## src/hw/rtl/gbn_pkg.sv

```systemverilog
// shared types and constants of the go-back-n window sender
package gbn_pkg;

  typedef enum logic [1:0] {
    MODE_SEND    = 2'd0,
    MODE_PACKET  = 2'd1,
    MODE_TICK    = 2'd2,
    MODE_RX_TOUT = 2'd3
  } mode_e;

  typedef enum logic [2:0] {
    KIND_NONE     = 3'd0,
    KIND_SEGMENT  = 3'd1,
    KIND_COMPLETE = 3'd2,
    KIND_GAVE_UP  = 3'd3,
    KIND_CLOSED   = 3'd4
  } kind_e;

  typedef enum logic [1:0] {
    RUN_ACTIVE   = 2'd0,
    RUN_COMPLETE = 2'd1,
    RUN_GAVE_UP  = 2'd2,
    RUN_CLOSED   = 2'd3
  } run_e;

  typedef enum logic [1:0] {
    ST_IDLE,
    ST_SCAN,
    ST_FINISH
  } state_e;

  typedef enum logic [1:0] {
    REG_TRANSFER_LENGTH = 2'd0,
    REG_WINDOW_BYTES    = 2'd1,
    REG_TIMEOUT_TICKS   = 2'd2,
    REG_MAX_TIMEOUTS    = 2'd3
  } reg_e;

  localparam int unsigned AddrWidth = 4;
  localparam int unsigned DataWidth = 32;

  typedef struct packed {
    mode_e        mode;
    logic [31:0]  ack_number;
    logic         is_ack;
    logic         is_fin;
  } in_item_t;

  typedef struct packed {
    kind_e        kind;
    logic [31:0]  seg_start;
    logic [10:0]  seg_len;
    logic [31:0]  seg_seq;
    logic         seg_eof;
  } out_item_t;

  typedef struct packed {
    logic [31:0]  transfer_length;
    logic [15:0]  window_bytes;
    logic [31:0]  timeout_ticks;
    logic [15:0]  max_timeouts;
  } cfg_t;

  typedef struct packed {
    logic [31:0]  seq;
    logic [31:0]  sent_time;
  } slot_t;

endpackage

```

## src/hw/rtl/gbn_slot_mem.sv

```systemverilog
// slot memory: end sequence and send time of each outstanding segment
module gbn_slot_mem import gbn_pkg::*; #(
  parameter int unsigned NUM_SLOTS = 8
) (
  input  logic                         clk_i,
  input  logic                         wr_en_i,
  input  logic [$clog2(NUM_SLOTS)-1:0] wr_addr_i,
  input  slot_t                        wr_data_i,
  input  logic                         rd_en_i,
  input  logic [$clog2(NUM_SLOTS)-1:0] rd_addr_i,
  output slot_t                        rd_data_o
);

  slot_t mem_q [NUM_SLOTS];
  slot_t rd_data_q;

  always_ff @(posedge clk_i) begin
    if (wr_en_i) begin
      mem_q[wr_addr_i] <= wr_data_i;
    end
  end

  always_ff @(posedge clk_i) begin
    if (rd_en_i) begin
      rd_data_q <= mem_q[rd_addr_i];
    end
  end

  assign rd_data_o = rd_data_q;

endmodule

```

## src/hw/rtl/gbn_cfg_regs.sv

```systemverilog
// apb configuration registers
module gbn_cfg_regs import gbn_pkg::*; (
  input  logic                 clk_i,
  input  logic                 rst_ni,
  input  logic                 psel,
  input  logic                 penable,
  input  logic                 pwrite,
  input  logic [AddrWidth-1:0] paddr,
  input  logic [DataWidth-1:0] pwdata,
  output logic [DataWidth-1:0] prdata,
  output logic                 pready,
  output cfg_t                 cfg_o
);

  cfg_t cfg_q, cfg_d;
  reg_e idx;
  logic wr_en;

  assign idx   = reg_e'(paddr[AddrWidth-1:2]);
  assign wr_en = psel & penable & pwrite;
  assign pready = 1'b1;

  always_comb begin
    cfg_d = cfg_q;
    if (wr_en) begin
      unique case (idx)
        REG_TRANSFER_LENGTH: cfg_d.transfer_length = pwdata;
        REG_WINDOW_BYTES:    cfg_d.window_bytes    = pwdata[15:0];
        REG_TIMEOUT_TICKS:   cfg_d.timeout_ticks   = pwdata;
        REG_MAX_TIMEOUTS:    cfg_d.max_timeouts    = pwdata[15:0];
      endcase
    end
  end

  always_comb begin
    unique case (idx)
      REG_TRANSFER_LENGTH: prdata = cfg_q.transfer_length;
      REG_WINDOW_BYTES:    prdata = {16'd0, cfg_q.window_bytes};
      REG_TIMEOUT_TICKS:   prdata = cfg_q.timeout_ticks;
      REG_MAX_TIMEOUTS:    prdata = {16'd0, cfg_q.max_timeouts};
    endcase
  end

  always_ff @(posedge clk_i or negedge rst_ni) begin
    if (!rst_ni) begin
      cfg_q.transfer_length <= 32'd0;
      cfg_q.window_bytes    <= 16'd4096;
      cfg_q.timeout_ticks   <= 32'd1000;
      cfg_q.max_timeouts    <= 16'd8;
    end else begin
      cfg_q <= cfg_d;
    end
  end

  assign cfg_o = cfg_q;

endmodule

```

## src/hw/rtl/go_back_n_window_sender_unit.sv

```systemverilog
// go-back-n window sender: event sequencer around the slot memory
//
// usage: one event per input transfer on in_item_i (send request, arriving
// packet, time tick or receive timeout); each event gives exactly one result
// transfer on out_item_o (kind none, segment, complete, gave up, closed).
// configuration goes through the apb port; the user must only use it while
// the block is idle, which the block does not enforce. send requests, fin
// packets, dropped acks and receive timeouts go from input transfer straight
// to the result step; while running, a valid ack and a time tick first scan
// every slot through the registered memory read port. one event is handled
// at a time: a new one is taken only once the last has left its result step.
// the result sits in an output register, so the next event is taken while a
// result still waits; if the receiver stalls and the register is still full
// when the next event finishes, that event holds in its last step.
// reset: counters cleared, all slots free, configuration back to defaults;
// the slot memory needs no clearing since only data of occupied slots is used.
module go_back_n_window_sender_unit import gbn_pkg::*; #(
  parameter int unsigned NUM_SLOTS     = 8,
  parameter int unsigned PAYLOAD_BYTES = 1024
) (
  input  logic                 clk_i,
  input  logic                 rst_ni,
  // event input
  input  logic                 in_valid_i,
  output logic                 in_ready_o,
  input  in_item_t             in_item_i,
  // result output
  output logic                 out_valid_o,
  input  logic                 out_ready_i,
  output out_item_t            out_item_o,
  // configuration
  input  logic                 psel,
  input  logic                 penable,
  input  logic                 pwrite,
  input  logic [AddrWidth-1:0] paddr,
  input  logic [DataWidth-1:0] pwdata,
  output logic [DataWidth-1:0] prdata,
  output logic                 pready
);

  localparam int unsigned IdxW = $clog2(NUM_SLOTS);

  cfg_t cfg;

  gbn_cfg_regs u_cfg (
    .clk_i   (clk_i),
    .rst_ni  (rst_ni),
    .psel    (psel),
    .penable (penable),
    .pwrite  (pwrite),
    .paddr   (paddr),
    .pwdata  (pwdata),
    .prdata  (prdata),
    .pready  (pready),
    .cfg_o   (cfg)
  );

  // control state
  state_e               state_q, state_d;
  run_e                 run_q, run_d;
  logic [31:0]          acked_q, acked_d;
  logic [31:0]          unacked_q, unacked_d;
  logic [NUM_SLOTS-1:0] free_q, free_d;
  logic [IdxW-1:0]      ptr_q, ptr_d;
  logic [15:0]          tout_cnt_q, tout_cnt_d;
  logic [31:0]          now_q, now_d;
  // scan sequencer
  logic [IdxW:0]        iss_q, iss_d;
  logic                 rd_vld_q, rd_vld_d;
  logic [IdxW-1:0]      rd_idx_q, rd_idx_d;
  logic                 expired_q, expired_d;
  // result register and latched event
  logic                 out_valid_q, out_valid_d;
  out_item_t            out_item_q, out_item_d;
  in_item_t             item_q;

  logic      accept;
  logic      load;
  logic      scan_done;
  logic      mem_rd_en;
  logic      mem_wr_en;
  slot_t     mem_wr_data;
  slot_t     mem_rd_data;

  gbn_slot_mem #(
    .NUM_SLOTS (NUM_SLOTS)
  ) u_mem (
    .clk_i     (clk_i),
    .wr_en_i   (mem_wr_en),
    .wr_addr_i (ptr_q),
    .wr_data_i (mem_wr_data),
    .rd_en_i   (mem_rd_en),
    .rd_addr_i (iss_q[IdxW-1:0]),
    .rd_data_o (mem_rd_data)
  );

  // shared arithmetic on current state
  logic [32:0] sent;
  logic [31:0] left;
  logic [31:0] seg_len;
  logic [32:0] seg_end;
  logic [31:0] now_inc;
  logic        running;
  logic        done_now;
  logic        can_send;
  logic        ack_ok_in;
  logic        ack_ok_item;
  logic [15:0] tout_inc;

  assign sent     = {1'b0, acked_q} + {1'b0, unacked_q};
  assign left     = cfg.transfer_length - sent[31:0];
  assign seg_len  = (left < 32'(PAYLOAD_BYTES)) ? left : 32'(PAYLOAD_BYTES);
  assign seg_end  = sent + {1'b0, seg_len};
  assign now_inc  = now_q + 32'd1;
  assign running  = (run_q == RUN_ACTIVE);
  assign done_now = (cfg.transfer_length != 32'd0) && (acked_q >= cfg.transfer_length);
  assign can_send = (sent < {1'b0, cfg.transfer_length})
                  && (unacked_q < {16'd0, cfg.window_bytes}) && free_q[ptr_q];
  assign ack_ok_in   = in_item_i.is_ack && ({1'b0, in_item_i.ack_number} <= sent)
                     && (in_item_i.ack_number >= acked_q);
  assign ack_ok_item = item_q.is_ack && ({1'b0, item_q.ack_number} <= sent)
                     && (item_q.ack_number >= acked_q);
  assign tout_inc    = tout_cnt_q + 16'd1;

  assign accept    = in_valid_i && in_ready_o;
  assign load      = (state_q == ST_FINISH) && (!out_valid_q || out_ready_i);
  assign scan_done = rd_vld_q && (rd_idx_q == IdxW'(NUM_SLOTS - 1));

  // next state
  always_comb begin
    state_d = state_q;
    unique case (state_q)
      ST_IDLE: begin
        if (accept) begin
          // while running, ticks and valid non-fin acks walk the slots, the rest finish directly
          if (running && ((in_item_i.mode == MODE_TICK) ||
              ((in_item_i.mode == MODE_PACKET) && !in_item_i.is_fin && ack_ok_in))) begin
            state_d = ST_SCAN;
          end else begin
            state_d = ST_FINISH;
          end
        end
      end
      ST_SCAN: begin
        if (scan_done) begin
          state_d = ST_FINISH;
        end
      end
      ST_FINISH: begin
        if (load) begin
          state_d = ST_IDLE;
        end
      end
      default: state_d = ST_IDLE;
    endcase
  end

  // fsm outputs
  always_comb begin
    in_ready_o = (state_q == ST_IDLE);
    mem_rd_en  = (state_q == ST_SCAN) && (iss_q < (IdxW+1)'(NUM_SLOTS));
    mem_wr_en  = load && running && (item_q.mode == MODE_SEND) && !done_now && can_send;
  end

  assign mem_wr_data.seq       = seg_end[31:0];
  assign mem_wr_data.sent_time = now_q;

  // datapath: scan compare and event commit
  always_comb begin
    run_d       = run_q;
    acked_d     = acked_q;
    unacked_d   = unacked_q;
    free_d      = free_q;
    ptr_d       = ptr_q;
    tout_cnt_d  = tout_cnt_q;
    now_d       = now_q;
    iss_d       = iss_q;
    rd_vld_d    = mem_rd_en;
    rd_idx_d    = iss_q[IdxW-1:0];
    expired_d   = expired_q;
    out_item_d  = out_item_q;
    out_valid_d = out_valid_q && !out_ready_i;

    if (accept) begin
      iss_d     = '0;
      expired_d = 1'b0;
    end
    if (mem_rd_en) begin
      iss_d = iss_q + (IdxW+1)'(1);
    end

    // one slot per cycle, data arrives the cycle after the read
    if ((state_q == ST_SCAN) && rd_vld_q && !free_q[rd_idx_q]) begin
      if (item_q.mode == MODE_PACKET) begin
        if (mem_rd_data.seq <= item_q.ack_number) begin
          free_d[rd_idx_q] = 1'b1;
        end
      end else if ((now_inc - mem_rd_data.sent_time) > cfg.timeout_ticks) begin
        expired_d = 1'b1;
      end
    end

    if (load) begin
      out_valid_d = 1'b1;
      out_item_d  = '0;
      out_item_d.kind = KIND_NONE;
      if (running) begin
        unique case (item_q.mode)
          MODE_SEND: begin
            if (done_now) begin
              run_d           = RUN_COMPLETE;
              out_item_d.kind = KIND_COMPLETE;
            end else if (can_send) begin
              unacked_d            = unacked_q + seg_len;
              free_d[ptr_q]        = 1'b0;
              ptr_d                = (ptr_q == IdxW'(NUM_SLOTS - 1)) ? '0
                                   : ptr_q + IdxW'(1);
              out_item_d.kind      = KIND_SEGMENT;
              out_item_d.seg_start = sent[31:0];
              out_item_d.seg_len   = seg_len[10:0];
              out_item_d.seg_seq   = seg_end[31:0];
              out_item_d.seg_eof   = (seg_end >= {1'b0, cfg.transfer_length});
            end
          end
          MODE_PACKET: begin
            if (item_q.is_fin) begin
              run_d           = RUN_CLOSED;
              out_item_d.kind = KIND_CLOSED;
            end else if (ack_ok_item) begin
              // slots were freed during the scan
              unacked_d  = unacked_q - (item_q.ack_number - acked_q);
              acked_d    = item_q.ack_number;
              tout_cnt_d = 16'd0;
              if ((cfg.transfer_length != 32'd0) &&
                  (item_q.ack_number >= cfg.transfer_length)) begin
                run_d           = RUN_COMPLETE;
                out_item_d.kind = KIND_COMPLETE;
              end
            end
          end
          MODE_TICK: begin
            now_d = now_inc;
            // go back: everything unacked is resent from the acked count
            if (expired_q) begin
              unacked_d = 32'd0;
              free_d    = '1;
            end
          end
          MODE_RX_TOUT: begin
            if (tout_cnt_q != 16'hFFFF) begin
              tout_cnt_d = tout_inc;
            end
            if (tout_cnt_d >= cfg.max_timeouts) begin
              run_d           = RUN_GAVE_UP;
              out_item_d.kind = KIND_GAVE_UP;
            end
          end
        endcase
      end
    end
  end

  always_ff @(posedge clk_i or negedge rst_ni) begin
    if (!rst_ni) begin
      state_q     <= ST_IDLE;
      run_q       <= RUN_ACTIVE;
      acked_q     <= 32'd0;
      unacked_q   <= 32'd0;
      free_q      <= '1;
      ptr_q       <= '0;
      tout_cnt_q  <= 16'd0;
      now_q       <= 32'd0;
      iss_q       <= '0;
      rd_vld_q    <= 1'b0;
      rd_idx_q    <= '0;
      expired_q   <= 1'b0;
      out_valid_q <= 1'b0;
    end else begin
      state_q     <= state_d;
      run_q       <= run_d;
      acked_q     <= acked_d;
      unacked_q   <= unacked_d;
      free_q      <= free_d;
      ptr_q       <= ptr_d;
      tout_cnt_q  <= tout_cnt_d;
      now_q       <= now_d;
      iss_q       <= iss_d;
      rd_vld_q    <= rd_vld_d;
      rd_idx_q    <= rd_idx_d;
      expired_q   <= expired_d;
      out_valid_q <= out_valid_d;
    end
  end

  // payload registers
  always_ff @(posedge clk_i) begin
    out_item_q <= out_item_d;
    if (accept) begin
      item_q <= in_item_i;
    end
  end

  assign out_valid_o = out_valid_q;
  assign out_item_o  = out_item_q;

endmodule
```

## config.mk

```make
export PLATFORM = sky130hd
export DESIGN_NAME = go_back_n_window_sender_unit
export DESIGN_NICKNAME = d
export VERILOG_FILES = /design/src/hw/rtl/gbn_pkg.sv /design/src/hw/rtl/gbn_slot_mem.sv /design/src/hw/rtl/gbn_cfg_regs.sv /design/src/hw/rtl/go_back_n_window_sender_unit.sv
export SDC_FILE = /design/constraint.sdc
export NUM_CORES = 2
export LEC_CHECK = 0
export BUFFER_PORTS_ARGS = -buffer_cell sky130_fd_sc_hd__buf_2
export CORE_UTILIZATION = 63
export DETAILED_ROUTE_END_ITERATION = 12
export GPL_TIMING_DRIVEN = 1
export PLACE_DENSITY = 0.77
export SLEW_MARGIN = 25
export SYNTH_ARGS = -nofsm -noshare
export SYNTH_HDL_FRONTEND = slang
export SYNTH_SLANG_ARGS = --single-unit
```

## constraint.sdc

```tcl
create_clock -name clk_i -period 15.4 [get_ports clk_i]
set_clock_uncertainty 0.15 [all_clocks]
set_input_delay 3.08 -clock clk_i [delete_from_list [all_inputs] [get_ports clk_i]]
set_output_delay 3.08 -clock clk_i [all_outputs]
set_load 0.02 [all_outputs]
```

# [After elaboration in Yosys (flattened, before gate mapping)]
# Memories as Yosys holds them, arrays and structs flattened. A register that Yosys moved wholly into a read port is not among the register bits.
# Index checks and enable logic that the tools add are counted.
[op_classes] n_eq_ne=25 n_lt_le_gt_ge=18 n_reduce_logical=52 n_addsub=11 muxes=60 n_bitwise=10
[op_table] cell="2-to-1 mux 32 bit" count=6
[op_table] cell="greater-or-equal comparator 32 bit" count=4
[op_table] cell="case mux 32 bit (4 select lines)" count=1
[op_table] cell="subtractor 32 bit" count=4
[op_table] cell="2-to-1 mux 16 bit" count=6
[op_table] cell="case mux 32 bit (3 select lines)" count=1
[op_table] cell="2-to-1 mux 77 bit" count=1
[op_table] cell="<= comparator 32 x 33 -> 1 bit" count=2
[op_table] cell="2-to-1 mux 8 bit" count=8
[op_table] cell="adder 32 x 32 -> 33 bit" count=1
[op_table] cell="adder 33 x 32 -> 33 bit" count=1
[op_table] cell="greater-or-equal comparator 33 x 32 -> 1 bit" count=1
[op_table] cell="less-than comparator 33 x 32 -> 1 bit" count=1
[op_table] cell="adder 32 x 1 -> 32 bit (second input constant)" count=1
[op_table] cell="adder 32 bit" count=1
[op_table] cell="> comparator 32 bit" count=1
[op_table] cell="<= comparator 32 bit" count=1
[op_table] cell="less-than comparator 32 x 11 -> 1 bit (second input constant)" count=1
[op_table] cell="less-than comparator 32 x 16 -> 1 bit" count=1
[op_table] cell="case mux 16 bit (2 select lines)" count=1
[op_table] cell="nonzero test 32 bit" count=1
[op_table] cell="logical AND 1 bit" count=24
[op_table] cell="2-to-1 mux 2 bit" count=11
[op_table] cell="inequality test 2 bit (second input constant)" count=9
[op_table] cell="38 further kinds" count=87
[totals] in_bits=79 wordCells=203 out_inout_bits=114 ram_bits=512 reg_bits=348 mem_count=1
[memory_table] memory="u_mem.mem_q" depth=8 width=64 read_ports=1 rd_ports_with_merged_regs=1 write_ports=1 line_no="gbn_slot_mem.sv:14" rtl="slot_t mem_q [NUM_SLOTS];"

# [Depth between registers and ports, before layout]
[depth] depth_word=14 depth_mapped=63 ltp_nobuf=61

# [Modules after synthesis]
# Synthesis repeated with hierarchy kept, for this count alone.
[hier_totals] hier_cells=4502 hier_area_um2=54453.5
[modules_own_cells] mod="go_back_n_window_sender_unit" seq_area_each_um2=6891.6 instances=1 cells_each=3419 area_each_um2=28990.3
[modules_own_cells] mod="gbn_slot_mem" seq_area_each_um2=17296.6 instances=1 cells_each=816 area_each_um2=21187.8
[modules_own_cells] mod="gbn_cfg_regs" seq_area_each_um2=2412.3 instances=1 cells_each=267 area_each_um2=4275.4

# [Worst setup path after synthesis]
# OpenSTA, ideal clock, no wires.
[synth_path] kind="input -> register" from="input port out_ready_i" to="memory u_mem.mem_q[2][0] in the netlist's numbering (enable)" arrival_time_ns=12.204 setup_time_ns=0.565 n_path_buf=1 required_ns=14.685 path_stages=7 slack_ns=2.481 path_cell_list="nand2b_1 > nor2b_1 > and2_0 > and3_1 > clkbuf_1 > nand2_1 > nor3_1"
[synth_via] elab_chain_len=8
[synth_rtl] item="from (decl)" line_no="go_back_n_window_sender_unit.sv:29" rtl="input logic out_ready_i,"
[synth_rtl] item="logical OR 1 bit" line_no="go_back_n_window_sender_unit.sv:126" rtl="assign load = (state_q == ST_FINISH) && (!out_valid_q || out_ready_i);"
[synth_rtl] item="logical AND 1 bit" line_no="go_back_n_window_sender_unit.sv:126"
[synth_rtl] item="net load" line_no="go_back_n_window_sender_unit.sv:78" rtl="logic load;"
[synth_rtl] item="logical AND 1 bit (4 in a row)" line_no="go_back_n_window_sender_unit.sv:162" rtl="mem_wr_en = load && running && (item_q.mode == MODE_SEND) && !done_now && can_send;"
[synth_rtl] item="2-to-1 mux 1 bit" line_no="gbn_slot_mem.sv:18" rtl="if (wr_en_i) begin"
[synth_rtl] item="2-to-1 mux 1 bit (implied by the code)" line_no="gbn_slot_mem.sv:19" rtl="mem_q[wr_addr_i] <= wr_data_i;"
[synth_rtl] item="to (decl)" line_no="gbn_slot_mem.sv:14"
# The timed path passes the listed nets, and every way through them passes these cells.

# [Worst setup path in the final report]
[layout_path] from="register unacked_q[1]" to="register out_item_q (netlist bit out_item_o[0]), data pin"
[layout_via] elab_chain_len=6 elab_cells_between_ends=12 cone_classes="3 x add/sub; 4 x order compare; 1 x mux; 1 x bitwise; 3 x reduce/logical"
[layout_rtl] item="from (decl)" line_no="go_back_n_window_sender_unit.sv:62" rtl="logic [31:0] unacked_q, unacked_d;"
[layout_rtl] item="from (signal assigned)" line_no="go_back_n_window_sender_unit.sv:282" rtl="unacked_q <= unacked_d;"
[layout_rtl] item="adder 32 x 32 -> 33 bit" line_no="go_back_n_window_sender_unit.sv:110" rtl="assign sent = {1'b0, acked_q} + {1'b0, unacked_q};"
[layout_rtl] item="net sent[31]" line_no="go_back_n_window_sender_unit.sv:98" rtl="logic [32:0] sent;"
[layout_rtl] item="subtractor 32 bit" line_no="go_back_n_window_sender_unit.sv:111" rtl="assign left = cfg.transfer_length - sent[31:0];"
[layout_rtl] item="less-than comparator 32 x 11 -> 1 bit" line_no="go_back_n_window_sender_unit.sv:112" rtl="assign seg_len = (left < 32'(PAYLOAD_BYTES)) ? left : 32'(PAYLOAD_BYTES);"
[layout_rtl] item="2-to-1 mux 32 bit" line_no="go_back_n_window_sender_unit.sv:112"
[layout_rtl] item="net seg_len[2]" line_no="go_back_n_window_sender_unit.sv:100" rtl="logic [31:0] seg_len;"
[layout_rtl] item="adder 33 x 32 -> 33 bit" line_no="go_back_n_window_sender_unit.sv:113" rtl="assign seg_end = sent + {1'b0, seg_len};"
[layout_rtl] item="net seg_end[18]" line_no="go_back_n_window_sender_unit.sv:101" rtl="logic [32:0] seg_end;"
[layout_rtl] item="greater-or-equal comparator 33 x 32 -> 1 bit" line_no="go_back_n_window_sender_unit.sv:222" rtl="out_item_d.seg_eof = (seg_end >= {1'b0, cfg.transfer_length});"
[layout_rtl] item="to (signal assigned)" line_no="go_back_n_window_sender_unit.sv:297" rtl="out_item_q <= out_item_d;"
[layout_rtl] item="to (decl)" line_no="go_back_n_window_sender_unit.sv:74" rtl="out_item_t out_item_q, out_item_d;"
# The timed path passes the listed nets, and every way through them passes these cells.
# A chain may end at the register's enable or synchronous reset.

==> metrics.md <==
| Metric | Value |
|---|---|
| Drt total wl | `150,000 microns` |
| Vias in the first global route | `38,000` |
| Clock root buffer master | `clkbuf_16` |
| Die W | `294 microns` |
| Actual slew at the worst max-slew pin | `1.10 ns` |
| Worst-skew pair later-pin latency | `0.70 ns` |
| DR DRC count | `0` |
| Outcome | `finished clean` |
| Worst-path clk slew | `0.07 ns` |
| Slew headroom | `0.260` |
| PnR Total Power | `0.00600 W` |
| Yosys reg bits | `924` |
| # port buffers | `189` |
| Reg2Reg Launch Point | `unacked_q[1]` |
| Worst path top cell family by delay | `compound AO/OA/AOI/OAI gates` |
| Fmax | `0.0717 GHz` |
| Post-DP HPWL | `106,000 microns` |
| Syn Std Cell Area | `53,800 sq um` |
| Total iterations of the first detailed-routing run | `5` |
| Mapped Cells | `4,501` |
| Hold-fix buffer count after cts | `0` |
| PD cells | `100 nW/um^2` |
| FP Rows | `106` |
| Grt total ovfl | `0` |
| Post-Layout Cell Count | `5,972` |
| Die height | `294 microns` |
| Most used DFF post-synth | `edfxtp_1` |
| CP max FO | `10` |
| Via/cell ratio | `6.39` |
| Initial Util | `0.640` |
| Sequential share of the synthesized area | `0.495` |
| Cell count after placement | `5,786` |
| Gpl congestion | `0.987` |
| Yosys warns | `0` |
| Worst path required time | `15.64 ns` |
| Most used cell, CP | `a21oi_1` |
| Core area | `84,100 sq um` |
| Buf/Inv on CP | `4` |
| DRT antenna net count | `0` |
| Synth top area share | `0.386` |
| Share of cells above drive strength 1 | `0.150` |
| Max-cap violation count | `0` |
| CTS tree | `yes` |
| Hold Crit Class | `reg -> reg` |
| Vias | `38,200` |
| Final nets | `5,393` |
| Post-synthesis average cell area | `11.9 sq um` |
| GRT Overall Usage | `0.350` |
| Unique masters post-synth | `96` |
| Slew Limit Fails | `0` |
| Largest stage delay, worst path | `0.46 ns` |
| H-tree levels | `3` |
| Largest net degree at the start of global routing | `107` |
| Top post-synthesis cells by area | `edfxtp_1, ha_1, dfrtp_1, mux4_2, inv_1` |
| Startpoint types | `flip-flop` |
| Die Footprint | `86,500 sq um` |
| Clock sink count | `924` |
| Final setup viols | `0` |
| FILL cells | `5,893` |
| Number of synthesized flops with an enable pin | `691` |
| LEAKAGE | `25.1 nW` |
| Boundary Pins | `193` |
| Initial DRC count | `3,786` |
| WS Path Type | `reg -> reg` |
| Largest area contributor in the synthesized netlist | `edfxtp_1` |
| Tcrit/Tclk final | `0.906` |
| Synth-to-layout area growth | `11.1%` |
| Period minus WS final | `13.95 ns` |
| Max VDD drop | `109 uV` |
| First-pass GRT wire length | `225,000 microns` |
| CP Capture Type | `flip-flop` |
| CTS Buffer Depth | `3` |
| Initial antenna violation count | `10` |
| Unrepaired setup endpoints after global routing | `false` |
| Final hold violations | `0` |
| Hold_sp | `u_cfg.cfg_o[5]` |
| CTS buffer count | `94` |
| Crit. Startpoint | `unacked_q[1]` |
| Asr flop ratio synth | `0.252` |
| Final TNS setup | `0 ns` |
| Critical Path AT | `14.19 ns` |
| Crit path max-delay cell type | `dfrtp_1` |
| Fin util | `0.711` |
| Post-DR wirelength/cell | `25.1 microns` |
[registers in the layout, indices dropped and copies added (netlist names)]
signal	flops
state_q	2
u_cfg.cfg_o	96
ptr_q	3
tout_cnt_q	16
u_mem.rd_data_o	64
rd_vld_q	1
now_q	32
expired_q	1
u_mem.mem_q	512
out_item_o	79
free_q	8
unacked_q	32
acked_q	32
run_q	2
item_q	36
rd_idx_q	3
out_valid_o	1
iss_q	4
[per-stage QoR]
step | worst slack [ns] | cell area [sq um] | hold WS (ns)
2_1_floorplan | 2.48 | 53900 | 0.228
3_3_place_gp | 1.10 | 56300 | 0.315
3_5_place_dp | 0.975 | 56300 | 0.344
4_1_cts | 0.875 | 59700 | 0.356
5_1_grt | 0.211 | 59800 | 0.384
6_report | 1.45 | 59800 | 0.375
[path summary, 6_finish.rpt]
check | end | slack [ns] | depth (start not counted)
worst min register to register | u_cfg.cfg_o[5] | 0.37 | 1
worst min-delay path | u_cfg.cfg_o[5] | 0.37 | 1
min in group asynchronous | now_q[1] | 2.29 | 1
worst max register to register | out_item_o[0] | 1.45 | 62
worst max-delay path | out_item_o[0] | 1.45 | 62
max in group asynchronous | acked_q[24] | 10.60 | 3
[cell type report]
type	count	area [sq um]	share of cell area
Sequential cell	924	26600	0.445
Multi-Input combinational cell	3092	25500	0.427
Clock buffer	126	2640	0.0441
Inverter	399	1500	0.0251
Tap cell	1134	1420	0.0237
Timing Repair Buffer	239	1360	0.0228
Clock inverter	51	734	0.0123
Antenna cell	7	17.5	0.000293
[worst reg2reg max path: cells and delay by family (launching register included)]
kind / cells / cell delay [ns]
buffers and inverters: 4 / 0.71
flip-flops: 1 / 0.46
AND/OR/NAND/NOR: 11 / 1.75
XOR/XNOR: 2 / 0.81
adder cells (fa/ha/maj): 4 / 1.40
AO/OA/AOI/OAI: 41 / 8.38
[where the power goes]
part	switching [W]	total [W]	leakage, nW	internal (W)
Combinational	0.000457	0.000722	14.4	0.000265
Clock	0.00105	0.00247	1.63	0.00142
Sequential	0.0000781	0.00281	9.07	0.00273
Total	0.00158	0.00600	25.1	0.00442
[kinds of logic (layout without fill, tap and decap cells)]
group / Yosys count / in the layout / synth area share
simple gates: 1031 / 1031 / 0.0952
compound gates: 960 / 960 / 0.114
flops: 924 / 924 / 0.495
fa+ha+maj: 569 / 569 / 0.137
buf+inv: 524 / 815 / 0.0366
mux: 273 / 273 / 0.0867
xor+xnor: 218 / 218 / 0.0359
other cells: 2 / 48 / 0.000140
[layer usage]
metal | track usage | share of wire | vias to the layer above
met1 | 0.474 | 0.40 | 18800
met4 | 0.170 | 0.049 | 6
li1 | - | - | 17200
met5 | 0 | 0.00021 | -
met3 | 0.0542 | 0.088 | 347
met2 | 0.555 | 0.47 | 1788
[synthesized netlist by cell type (8+ instances only)]
| master | count |
|---|---|
| nand2_1 | 276 |
| a31oi_1 | 22 |
| o21ai_0 | 262 |
| xor2_1 | 64 |
| nor2b_1 | 73 |
| a21oi_1 | 266 |
| or3_1 | 16 |
| o21bai_1 | 32 |
| a211o_1 | 9 |
| dfstp_2 | 16 |
| o21a_1 | 44 |
| edfxtp_1 | 691 |
| o22ai_1 | 14 |
| o2111ai_1 | 13 |
| a21boi_0 | 13 |
| nor3_1 | 69 |
| fa_1 | 36 |
| and2_1 | 18 |
| mux2_2 | 104 |
| mux4_2 | 144 |
| a21o_1 | 113 |
| ha_1 | 528 |
| o21ai_1 | 8 |
| a221oi_1 | 27 |
| nor4_1 | 25 |
| o31ai_1 | 15 |
| nor2_1 | 217 |
| xnor2_1 | 153 |
| nand2b_1 | 71 |
| a211oi_1 | 24 |
| nand3_1 | 70 |
| and3_1 | 86 |
| dfrtp_1 | 217 |
| o211ai_1 | 13 |
| or2_2 | 14 |
| buf_1 | 19 |
| mux2i_1 | 25 |
| nand4_1 | 63 |
| inv_1 | 397 |
| clkbuf_1 | 105 |
[timing repair]
action | 4_1_cts | 5_1_grt
hold endpoints to repair | 0 | 0
endpoints found under the setup margin | 0 | 1
resized for setup | 0 | 2
buffers inserted | 0 | 2
[cells in the final DEF, fill, tap and decap left out, drive strengths merged, types with 154 or more instances in the layout]
| cell | n |
|---|---|
| inv | 402 |
| a21oi | 266 |
| xnor2 | 154 |
| nand2 | 277 |
| buf | 239 |
| ha | 528 |
| o21ai | 270 |
| edfxtp | 691 |
| nor2 | 217 |
| dfrtp | 217 |
Power figures use the tool's default switching activity.
